--- config.mk ---
export PLATFORM = sky130hd
export DESIGN_NAME = compacting_receive_buffer_match_unit_flat
export DESIGN_NICKNAME = d
export VERILOG_FILES = /design/src/rtl/core/crbm_pkg.sv /design/src/rtl/core/crbm_if.sv /design/src/rtl/core/crbm_cell.sv /design/src/rtl/core/crbm_pick.sv /design/src/rtl/core/compacting_receive_buffer_match_unit.sv /design/src/flat_wrapper.sv
export VERILOG_INCLUDE_DIRS = /design/src /design/src/rtl/core
export SDC_FILE = /design/constraint.sdc
export NUM_CORES = 2
export LEC_CHECK = 0
export BUFFER_PORTS_ARGS = -buffer_cell sky130_fd_sc_hd__buf_2
export CAP_MARGIN = 20
export CORE_UTILIZATION = 55
export CTS_CLUSTER_SIZE = 12
export DETAILED_ROUTE_END_ITERATION = 10
export GPL_ROUTABILITY_DRIVEN = 0
export PLACE_DENSITY = 0.71
export SETUP_SLACK_MARGIN = 0.5
export SYNTH_ARGS = -nofsm -noshare
export SYNTH_HDL_FRONTEND = slang
export SYNTH_HIERARCHICAL = 1
export SYNTH_SLANG_ARGS = --single-unit
--- constraint.sdc ---
create_clock -name clk -period 6.4 [get_ports clk]
set_input_delay 0.32 -clock clk [delete_from_list [all_inputs] [get_ports clk]]
set_output_delay 0.32 -clock clk [all_outputs]
set_load 0.1 [all_outputs]
--- src/rtl/core/compacting_receive_buffer_match_unit_macros.svh ---
// assertion macros for the compacting receive buffer match unit
`ifndef COMPACTING_RECEIVE_BUFFER_MATCH_UNIT_MACROS_SVH
`define COMPACTING_RECEIVE_BUFFER_MATCH_UNIT_MACROS_SVH
`ifndef ASSERT_OFF
`define CRBM_ASSERT_ALWAYS(name, prop, msg) \
	name: assert property (@(posedge clk) disable iff (!arst_n) prop) else $error(msg);
`define CRBM_ASSERT_IMPL(name, ante, cons, msg) \
	name: assert property (@(posedge clk) disable iff (!arst_n) ante |-> cons) else $error(msg);
`define CRBM_ASSERT_NEXT(name, ante, cons, msg) \
	name: assert property (@(posedge clk) disable iff (!arst_n) ante |=> cons) else $error(msg);
`else
`define CRBM_ASSERT_ALWAYS(name, prop, msg)
`define CRBM_ASSERT_IMPL(name, ante, cons, msg)
`define CRBM_ASSERT_NEXT(name, ante, cons, msg)
`endif
`endif

--- src/rtl/core/crbm_pkg.sv ---
// package with field types, operation codes and cell control for the receive buffer
package crbm_pkg;
	localparam int KIND_W = 3;
	localparam int SRC_PORT_W = 8;
	localparam int PAY_W = 64;
	localparam int IDX_W = 4;

	typedef logic [KIND_W-1:0] kind_t;
	typedef logic [SRC_PORT_W-1:0] src_t;
	typedef logic [PAY_W-1:0] pay_t;
	typedef logic [IDX_W-1:0] idx_t;

	localparam kind_t KIND_PUSH = 3'd0;
	localparam kind_t KIND_SRCH_SRC = 3'd1;
	localparam kind_t KIND_SRCH_ANY = 3'd2;
	localparam kind_t KIND_READ = 3'd3;
	localparam kind_t KIND_ERASE = 3'd4;

	typedef enum logic [1:0] {
		ST_OK = 2'd0,
		ST_FULL = 2'd1,
		ST_NO_MATCH = 2'd2,
		ST_RANGE = 2'd3
	} status_t;

	typedef enum logic [1:0] {
		S_IDLE = 2'd0,
		S_SCAN = 2'd1,
		S_PICK = 2'd2,
		S_EXEC = 2'd3
	} state_t;

	typedef struct packed {
		logic wr;
		logic sh;
		logic scan;
		logic any;
		logic filled;
	} cell_ctl_t;
endpackage

--- src/rtl/core/crbm_if.sv ---
// request and response channel interfaces of the receive buffer
interface crbm_req_if;
	import crbm_pkg::*;
	logic valid;
	logic ready;
	kind_t kind;
	src_t msg_source;
	pay_t msg_payload;
	logic msg_valid;
	idx_t entry_index;
	modport source (output valid, kind, msg_source, msg_payload, msg_valid, entry_index,
		input ready);
	modport sink (input valid, kind, msg_source, msg_payload, msg_valid, entry_index,
		output ready);
endinterface

interface crbm_rsp_if;
	import crbm_pkg::*;
	logic valid;
	logic ready;
	status_t status;
	idx_t found_index;
	src_t entry_source;
	pay_t entry_payload;
	modport source (output valid, status, found_index, entry_source, entry_payload,
		input ready);
	modport sink (input valid, status, found_index, entry_source, entry_payload,
		output ready);
endinterface

--- src/rtl/core/crbm_cell.sv ---
// one buffer slot: holds an entry, loads on push, takes its neighbor on erase, flags a match
module crbm_cell #(
	parameter int PAYLOAD_BITS = 64,
	parameter int SRC_BITS = 8
) (
	input logic clk,
	input logic arst_n,
	input crbm_pkg::cell_ctl_t ctl,
	input logic [SRC_BITS-1:0] key,
	input logic [SRC_BITS-1:0] push_src,
	input logic [PAYLOAD_BITS-1:0] push_pay,
	input logic push_val,
	input logic [SRC_BITS-1:0] nxt_src,
	input logic [PAYLOAD_BITS-1:0] nxt_pay,
	input logic nxt_val,
	output logic [SRC_BITS-1:0] src,
	output logic [PAYLOAD_BITS-1:0] pay,
	output logic valid,
	output logic hit
);
	logic [SRC_BITS-1:0] src_q;
	logic [PAYLOAD_BITS-1:0] pay_q;
	logic valid_q;
	logic hit_q;

	always_ff @(posedge clk) begin
		if (ctl.wr) begin
			src_q <= push_src;
			pay_q <= push_pay;
		end else if (ctl.sh) begin
			src_q <= nxt_src;
			pay_q <= nxt_pay;
		end
	end

	always_ff @(posedge clk or negedge arst_n) begin
		if (!arst_n) begin
			valid_q <= 1'b0;
			hit_q <= 1'b0;
		end else begin
			if (ctl.wr) begin
				valid_q <= push_val;
			end else if (ctl.sh) begin
				valid_q <= nxt_val;
			end
			if (ctl.scan) begin
				hit_q <= valid_q && ctl.filled && (ctl.any || (src_q == key));
			end
		end
	end

	assign src = src_q;
	assign pay = pay_q;
	assign valid = valid_q;
	assign hit = hit_q;
endmodule

--- src/rtl/core/crbm_pick.sv ---
// lowest set hit across the cell row, registered
module crbm_pick #(
	parameter int DEPTH = 16,
	localparam int IW = $clog2(DEPTH)
) (
	input logic clk,
	input logic arst_n,
	input logic en,
	input logic [DEPTH-1:0] hits,
	output logic found,
	output logic [IW-1:0] idx
);
	logic [IW-1:0] first;
	logic found_q;
	logic [IW-1:0] idx_q;

	always_comb begin
		first = '0;
		for (int i = DEPTH - 1; i >= 0; i--) begin
			if (hits[i]) begin
				first = IW'(i);
			end
		end
	end

	always_ff @(posedge clk or negedge arst_n) begin
		if (!arst_n) begin
			found_q <= 1'b0;
		end else if (en) begin
			found_q <= |hits;
		end
	end

	always_ff @(posedge clk) begin
		if (en) begin
			idx_q <= first;
		end
	end

	assign found = found_q;
	assign idx = idx_q;
endmodule

--- src/rtl/core/compacting_receive_buffer_match_unit.sv ---
// top level of the compacting receive buffer with source match
//
//  channel  role    carries
//  req      sink    kind, msg_source, msg_payload, msg_valid, entry_index
//  rsp      source  status, found_index, entry_source, entry_payload
//
// every transaction steps in order through accept, cell compare, lowest-hit pick and execute
// the pick is a find-first over DEPTH registered hit bits; one transaction is in work at a time
// push and erase update the cell row in the execute cycle, erase shifts all later cells at once
// a new request is taken while the previous response waits; execute holds until rsp is free
// reset clears valid marks, fill count and handshake state; slot contents stay undefined
module compacting_receive_buffer_match_unit #(
	parameter int DEPTH = 16,
	parameter int PAYLOAD_BITS = 64,
	parameter int RANK_BITS = 8
) (
	input logic clk,
	input logic arst_n,
	crbm_req_if.sink req,
	crbm_rsp_if.source rsp
);
	import crbm_pkg::*;
	`include "compacting_receive_buffer_match_unit_macros.svh"

	localparam int CW = $clog2(DEPTH + 1);
	localparam int IW = $clog2(DEPTH);
	localparam int SRC_W = (RANK_BITS < SRC_PORT_W) ? RANK_BITS : SRC_PORT_W;

	state_t state_q, state_d;
	logic req_ready, scan_en, pick_en, commit;

	kind_t op_kind_q;
	logic [SRC_W-1:0] op_src_q;
	logic [PAYLOAD_BITS-1:0] op_pay_q;
	logic op_val_q;
	idx_t op_idx_q;

	logic [CW-1:0] fill_q;

	logic [SRC_W-1:0] cell_src [DEPTH];
	logic [PAYLOAD_BITS-1:0] cell_pay [DEPTH];
	logic [DEPTH-1:0] cell_valid;
	logic [DEPTH-1:0] hit_vec;
	logic [DEPTH-1:0] wr_vec;
	cell_ctl_t cell_ctl [DEPTH];

	logic pick_found;
	logic [IW-1:0] pick_idx;

	logic [IW-1:0] sel;
	logic [IW-1:0] rd_addr;
	logic [SRC_W-1:0] rd_src;
	logic [PAYLOAD_BITS-1:0] rd_pay;
	logic full, in_depth, idx_filled, is_search;
	logic push_ok, erase_ok;

	status_t res_status;
	idx_t res_idx;
	src_t res_src;
	pay_t res_pay;

	logic rsp_valid_q;
	status_t rsp_status_q;
	idx_t rsp_idx_q;
	src_t rsp_src_q;
	pay_t rsp_pay_q;

	// sequencer
	always_comb begin
		state_d = state_q;
		case (state_q)
			S_IDLE: begin
				if (req.valid) begin
					state_d = S_SCAN;
				end
			end
			S_SCAN: state_d = S_PICK;
			S_PICK: state_d = S_EXEC;
			S_EXEC: begin
				if (!rsp_valid_q || rsp.ready) begin
					state_d = S_IDLE;
				end
			end
			default: state_d = S_IDLE;
		endcase
	end

	always_comb begin
		req_ready = 1'b0;
		scan_en = 1'b0;
		pick_en = 1'b0;
		commit = 1'b0;
		case (state_q)
			S_IDLE: req_ready = 1'b1;
			S_SCAN: scan_en = 1'b1;
			S_PICK: pick_en = 1'b1;
			S_EXEC: commit = !rsp_valid_q || rsp.ready;
			default: ;
		endcase
	end

	always_ff @(posedge clk or negedge arst_n) begin
		if (!arst_n) begin
			state_q <= S_IDLE;
		end else begin
			state_q <= state_d;
		end
	end

	assign req.ready = req_ready;

	// transaction capture
	always_ff @(posedge clk) begin
		if (req.valid && req_ready) begin
			op_kind_q <= req.kind;
			op_src_q <= req.msg_source[SRC_W-1:0];
			op_pay_q <= req.msg_payload[PAYLOAD_BITS-1:0];
			op_val_q <= req.msg_valid;
			op_idx_q <= req.entry_index;
		end
	end

	// decode and result
	assign sel = IW'(op_idx_q);
	assign is_search = (op_kind_q == KIND_SRCH_SRC) || (op_kind_q == KIND_SRCH_ANY);
	assign rd_addr = is_search ? pick_idx : sel;
	assign rd_src = cell_src[rd_addr];
	assign rd_pay = cell_pay[rd_addr];
	assign full = fill_q == CW'(DEPTH);
	assign in_depth = int'(op_idx_q) < DEPTH;
	assign idx_filled = int'(op_idx_q) < int'(fill_q);

	always_comb begin
		res_status = ST_OK;
		res_idx = '0;
		res_src = '0;
		res_pay = '0;
		push_ok = 1'b0;
		erase_ok = 1'b0;
		case (op_kind_q)
			KIND_PUSH: begin
				if (!full) begin
					push_ok = 1'b1;
					res_idx = IDX_W'(fill_q);
					res_src = SRC_PORT_W'(op_src_q);
					res_pay = PAY_W'(op_pay_q);
				end else begin
					res_status = ST_FULL;
				end
			end
			KIND_SRCH_SRC, KIND_SRCH_ANY: begin
				if (pick_found) begin
					res_idx = IDX_W'(pick_idx);
					res_src = SRC_PORT_W'(rd_src);
					res_pay = PAY_W'(rd_pay);
				end else begin
					res_status = ST_NO_MATCH;
				end
			end
			KIND_READ: begin
				res_idx = op_idx_q;
				if (in_depth) begin
					res_src = SRC_PORT_W'(rd_src);
					res_pay = PAY_W'(rd_pay);
				end else begin
					res_status = ST_RANGE;
				end
			end
			KIND_ERASE: begin
				res_idx = op_idx_q;
				if (idx_filled) begin
					erase_ok = 1'b1;
					res_src = SRC_PORT_W'(rd_src);
					res_pay = PAY_W'(rd_pay);
				end else begin
					res_status = ST_RANGE;
				end
			end
			default: ;
		endcase
	end

	// cell row control
	always_comb begin
		for (int i = 0; i < DEPTH; i++) begin
			wr_vec[i] = commit && push_ok && (CW'(i) == fill_q);
			cell_ctl[i].wr = wr_vec[i];
			cell_ctl[i].sh = commit && erase_ok && (IW'(i) >= sel);
			cell_ctl[i].scan = scan_en;
			cell_ctl[i].any = op_kind_q == KIND_SRCH_ANY;
			cell_ctl[i].filled = CW'(i) < fill_q;
		end
	end

	for (genvar g = 0; g < DEPTH; g++) begin : g_cell
		logic [SRC_W-1:0] nxt_src;
		logic [PAYLOAD_BITS-1:0] nxt_pay;
		logic nxt_val;

		if (g == DEPTH - 1) begin : g_tail
			assign nxt_src = cell_src[g];
			assign nxt_pay = cell_pay[g];
			assign nxt_val = 1'b0;
		end else begin : g_body
			assign nxt_src = cell_src[g+1];
			assign nxt_pay = cell_pay[g+1];
			assign nxt_val = cell_valid[g+1];
		end

		crbm_cell #(
			.PAYLOAD_BITS(PAYLOAD_BITS),
			.SRC_BITS(SRC_W)
		) u_cell (
			.clk(clk),
			.arst_n(arst_n),
			.ctl(cell_ctl[g]),
			.key(op_src_q),
			.push_src(op_src_q),
			.push_pay(op_pay_q),
			.push_val(op_val_q),
			.nxt_src(nxt_src),
			.nxt_pay(nxt_pay),
			.nxt_val(nxt_val),
			.src(cell_src[g]),
			.pay(cell_pay[g]),
			.valid(cell_valid[g]),
			.hit(hit_vec[g])
		);
	end

	crbm_pick #(
		.DEPTH(DEPTH)
	) u_pick (
		.clk(clk),
		.arst_n(arst_n),
		.en(pick_en),
		.hits(hit_vec),
		.found(pick_found),
		.idx(pick_idx)
	);

	// fill count
	always_ff @(posedge clk or negedge arst_n) begin
		if (!arst_n) begin
			fill_q <= '0;
		end else if (commit && push_ok) begin
			fill_q <= fill_q + CW'(1);
		end else if (commit && erase_ok) begin
			fill_q <= fill_q - CW'(1);
		end
	end

	// response register
	always_ff @(posedge clk or negedge arst_n) begin
		if (!arst_n) begin
			rsp_valid_q <= 1'b0;
		end else if (commit) begin
			rsp_valid_q <= 1'b1;
		end else if (rsp.ready) begin
			rsp_valid_q <= 1'b0;
		end
	end

	always_ff @(posedge clk) begin
		if (commit) begin
			rsp_status_q <= res_status;
			rsp_idx_q <= res_idx;
			rsp_src_q <= res_src;
			rsp_pay_q <= res_pay;
		end
	end

	assign rsp.valid = rsp_valid_q;
	assign rsp.status = rsp_status_q;
	assign rsp.found_index = rsp_idx_q;
	assign rsp.entry_source = rsp_src_q;
	assign rsp.entry_payload = rsp_pay_q;

	`CRBM_ASSERT_NEXT(a_push_grows, commit && push_ok, fill_q == $past(fill_q) + CW'(1), "fill count not advanced by push")
	`CRBM_ASSERT_NEXT(a_erase_shrinks, commit && erase_ok, fill_q == $past(fill_q) - CW'(1), "fill count not reduced by erase")
	`CRBM_ASSERT_ALWAYS(a_single_write, $onehot0(wr_vec), "push writes more than one cell")
	`CRBM_ASSERT_IMPL(a_hit_valid, (state_q == S_EXEC) && is_search && pick_found, cell_valid[pick_idx], "search picked an invalid cell")
endmodule
--- src/flat_wrapper.sv ---
// flat-port wrapper written by rule: the top's interface ports become plain ports
module compacting_receive_buffer_match_unit_flat import crbm_pkg::*;
#(
	parameter int DEPTH = 16,
	parameter int PAYLOAD_BITS = 64,
	parameter int RANK_BITS = 8
)
  (clk, arst_n, req_valid, req_kind, req_msg_source, req_msg_payload, req_msg_valid, req_entry_index, req_ready, rsp_valid, rsp_status, rsp_found_index, rsp_entry_source, rsp_entry_payload, rsp_ready);
  crbm_req_if req_i ();
  crbm_rsp_if rsp_i ();
  input logic clk;
  input logic arst_n;
  input wire logic [$bits(req_i.valid)-1:0] req_valid;
  input wire logic [$bits(req_i.kind)-1:0] req_kind;
  input wire logic [$bits(req_i.msg_source)-1:0] req_msg_source;
  input wire logic [$bits(req_i.msg_payload)-1:0] req_msg_payload;
  input wire logic [$bits(req_i.msg_valid)-1:0] req_msg_valid;
  input wire logic [$bits(req_i.entry_index)-1:0] req_entry_index;
  output wire logic [$bits(req_i.ready)-1:0] req_ready;
  output wire logic [$bits(rsp_i.valid)-1:0] rsp_valid;
  output wire logic [$bits(rsp_i.status)-1:0] rsp_status;
  output wire logic [$bits(rsp_i.found_index)-1:0] rsp_found_index;
  output wire logic [$bits(rsp_i.entry_source)-1:0] rsp_entry_source;
  output wire logic [$bits(rsp_i.entry_payload)-1:0] rsp_entry_payload;
  input wire logic [$bits(rsp_i.ready)-1:0] rsp_ready;
  assign req_i.valid = req_valid;
  assign req_i.kind = req_kind;
  assign req_i.msg_source = req_msg_source;
  assign req_i.msg_payload = req_msg_payload;
  assign req_i.msg_valid = req_msg_valid;
  assign req_i.entry_index = req_entry_index;
  assign req_ready = req_i.ready;
  assign rsp_valid = rsp_i.valid;
  assign rsp_status = rsp_i.status;
  assign rsp_found_index = rsp_i.found_index;
  assign rsp_entry_source = rsp_i.entry_source;
  assign rsp_entry_payload = rsp_i.entry_payload;
  assign rsp_i.ready = rsp_ready;
  compacting_receive_buffer_match_unit #(.DEPTH(DEPTH), .PAYLOAD_BITS(PAYLOAD_BITS), .RANK_BITS(RANK_BITS)) u_core (.clk(clk), .arst_n(arst_n), .req(req_i), .rsp(rsp_i));
endmodule
==> results.ini <==
[clock_network]
root_buffer=clkbuf_16
cts_tree=yes
clockBufferDepth=3
cts.clk_slew.worst_paths_ps=60
cts_resized=0
clock_latency_ps=810
cts_made_buffers=148
cts_setup_buffers=0
clock_sink_count=1355
htree_levels=4

[final_layout]
register_area_sq_um=40500
area_growth_pct=10.3
multi_input_area_sq_um=29300
drive_above_1_share=0.376
layout.nets=5143
utilization=0.612
fillers=9710

[drt]
drtIter0Drc=5861
vias=46300
wl_per_cell_um=30.7
drt_pass1_iterations=6
drtAntennaViolNets=0
drt-total-wl_mm=212
vias_per_cell=6.71
drc=0

[worst_hold_path]
hold_class=in -> reg

[timing]
fin_setup_tns_ps=0
setup_viol=0
slew_headroom=0.177
setup_ws_ps=1570
hold_violations=0
slew_viol_final=0
worst_pin_slew_ps=1230
period_share=0.755
rsz0062_at_grt=no
finClkSkew_ps=28.2
fmax_mhz=207
layout_min_cycle_time_ps=4830

[worst_setup_path]
crit_path_max_fanout=53
cp_cell_sequence=inv_1 -> ha_1 -> a31oi_4 -> buf_4 -> and2_0 -> and3_4 -> or2_4 -> buf_4
cp_data_arrival_time_ps=5310
crit_path_frequent_cell=buf_4
slowest_stage=or2_4
crit_path_end_kind=flop
cpPeakStageDelay_ps=930
critPathRequiredTime_ps=6880
worstSetupPathType=reg -> reg
critPathLaunchType=flop

[global_routing]
overflow=0
first_global_vias=45500
grt_pass1_wl_mm=310
grt_use_met1=0.454
grt.met2_usage=0.490
global_route.usage.met3=0.0671
grt_start_max_net_pins=123
grt_use_total=0.320
grt_busiest_layer=met2
antenna_found_initial=7

[placed_design]
dp_slack_ps=1740
io_buffers=163
dp_hpwl_mm=120

[floorplanning]
start_util=0.554
die_x_um=364
die_area_sq_um=132000
fp.dieH_um=364
rows=132
core_sq_um=130000
num_io_pins=164

[synthesis]
yosysSeqAreaShare=0.563
synth_top_family_by_area=multiplexers
async_reset_ff_frac=0.0303
netlist_area_sq_um=71900
synthMuxAreaShare=0.288
synth-edff-count=1314
synth_fa_ha_area_frac=0.00209
synthSimpleGateAreaFrac=0.0501
syn-instance-count=4877
synth_ff_type=edfxtp_1
syn_area_per_cell_sq_um=14.7
synth_nets=4973
synth_compound_area_frac=0.0475
yosys.cell_types.count=71
synth_seq_cells=1355
ys_warn_count=6
synth_xor_area_frac=0.0165

[status]
status=finished, final reports clean

[job]
drv_cap=0

[pwr]
ir_drop_mv=0.313
total_power_w=0.0277
leakage_nw=26.2
p_per_area_nw_per_um2=350

[final cells by class]
cell class,count,area share
well taps,1742,0.0275
flip-flops and latches,1355,0.511
multi-input cells,3148,0.370
clock inverters,52,0.00540
inverters,35,0.00166
clock buffers,208,0.0506
diodes,1,0.0000316
repair buffers,359,0.0345
[Yosys cell counts (17+ instances only)]
library cell	instances	area share
inv_1	34	0.0018
a211oi_1	28	0.0029
nand2_1	654	0.034
mux4_2	262	0.082
nor4_1	43	0.0037
a31oi_1	30	0.0026
buf_1	20	0.0010
and3_1	36	0.0031
mux2_2	1158	0.18
dfrtp_1	41	0.014
nand3_1	21	0.0015
mux2i_1	178	0.025
buf_2	87	0.0061
o21ai_0	107	0.0074
xor2_1	129	0.016
nor2_1	29	0.0015
buf_4	30	0.0031
a21oi_1	240	0.017
edfxtp_1	1314	0.55
or2_2	17	0.0015
a2111oi_0	67	0.0082
a311oi_1	27	0.0033
buf_6	91	0.014
clkbuf_1	111	0.0058
[worst max-delay path: cells and delay by family, from the launching register on]
| family | cells | cell delay, ps |
|---|---|---|
| and+or+nand+nor | 3 | 2090 |
| AOI/OAI and AO/OA | 1 | 210 |
| DFF | 1 | 600 |
| adders and majority gates | 1 | 370 |
| buffers and inverters | 3 | 1180 |
[routing by layer]
metal | routed length (um) | share of wire
met4 | 7640 | 0.036
met2 | 96300 | 0.45
met5 | 27 | 0.00013
met3 | 22500 | 0.11
met1 | 85300 | 0.40
[path summary, 6_finish.rpt]
path	start	end	slack, ps	cells past startpoint
worst max-delay path	u_core/fill_q[1]	u_core/g_cell[2].u_cell/pay[19]	1570	8
worst min-delay path	req_msg_payload[20]	u_core/op_pay_q[20]	220	2
worst max register to register	u_core/fill_q[1]	u_core/g_cell[2].u_cell/pay[19]	1570	8
worst min register to register	u_core/rsp.valid	u_core/rsp.valid	530	2
max in group asynchronous	arst_n	u_core/g_cell[13].u_cell/hit	5550	2
min in group asynchronous	arst_n	u_core/state_q[0]	230	2
[cell families after synthesis]
| family | count (synthesis) |
|---|---|
| compound gates | 554 |
| xor+xnor | 134 |
| fa+ha+maj | 12 |
| buf+inv | 374 |
| flops | 1355 |
| mux | 1599 |
| other cells | 1 |
| simple gates | 848 |
[registers in the layout, indices dropped and copies added, names as in the netlist, 2 cells and up]
signal and count:
u_core/op_kind_q 3, u_core/rsp.status 2, u_core/op_idx_q 4, u_core/rsp.entry_payload 64, u_core/g_cell.u_cell/pay 1024, u_core/u_pick/idx 4, u_core/op_pay_q 64, u_core/g_cell.u_cell/src 128
u_core/g_cell.u_cell/hit 16, u_core/rsp.found_index 4, u_core/fill_q 5, u_core/state_q 2, u_core/g_cell.u_cell/valid 16, u_core/op_src_q 8, u_core/rsp.entry_source 8
[what timing repair did]
action / 4_1_cts / 5_1_grt
setup endpoints to repair: 0 / 0
hold endpoints to repair: 124 / 0
hold buffers: 83 / 0
[where the power goes]
group | total, W | internal, W | switching, W | leakage, nW
clock | 0.00812 | 0.00457 | 0.00355 | 2.15
combinational | 0.00839 | 0.00268 | 0.00571 | 11.6
sequential | 0.0112 | 0.0105 | 0.000743 | 12.4
total | 0.0277 | 0.0177 | 0.0100 | 26.2
[cell usage in the layout (no fill, tap or decap), drive strengths merged, types with 4 or more instances in the layout]
cell type,Yosys,final
edfxtp,1314,1314
mux2,1159,1159
nand2,657,657
buf,228,276
mux4,262,262
a21oi,240,240
clkbuf,111,208
mux2i,178,178
xor2,130,130
o21ai,110,110
dlygate4sd3,0,83
a2111oi,67,67
nor4,46,46
clkinv,0,42
dfrtp,41,41
inv,35,40
and3,36,36
nor2,31,31
a31oi,30,30
a211oi,28,28
a311oi,27,27
nand3,21,21
or2,18,18
ha,12,12
nor3,12,12
and2,11,11
o41ai,10,10
bufinv,0,5
o22ai,5,5
nand2b,5,5
nand4,4,4
a32oi,4,4
o21bai,4,4
xnor2,4,4
[stage by stage]
stage                     hold slack [ps]  cells  instance area [sq um]
after CTS                             173   6899                  79300
after global routing                  197   6899                  79300
after floorplan                      24.4   4877                  71900
final                                 222   6900                  79300
after global placement                496   6556                  74000
after detailed placement              498   6556                  74000
(Power assumes the default switching activity.)
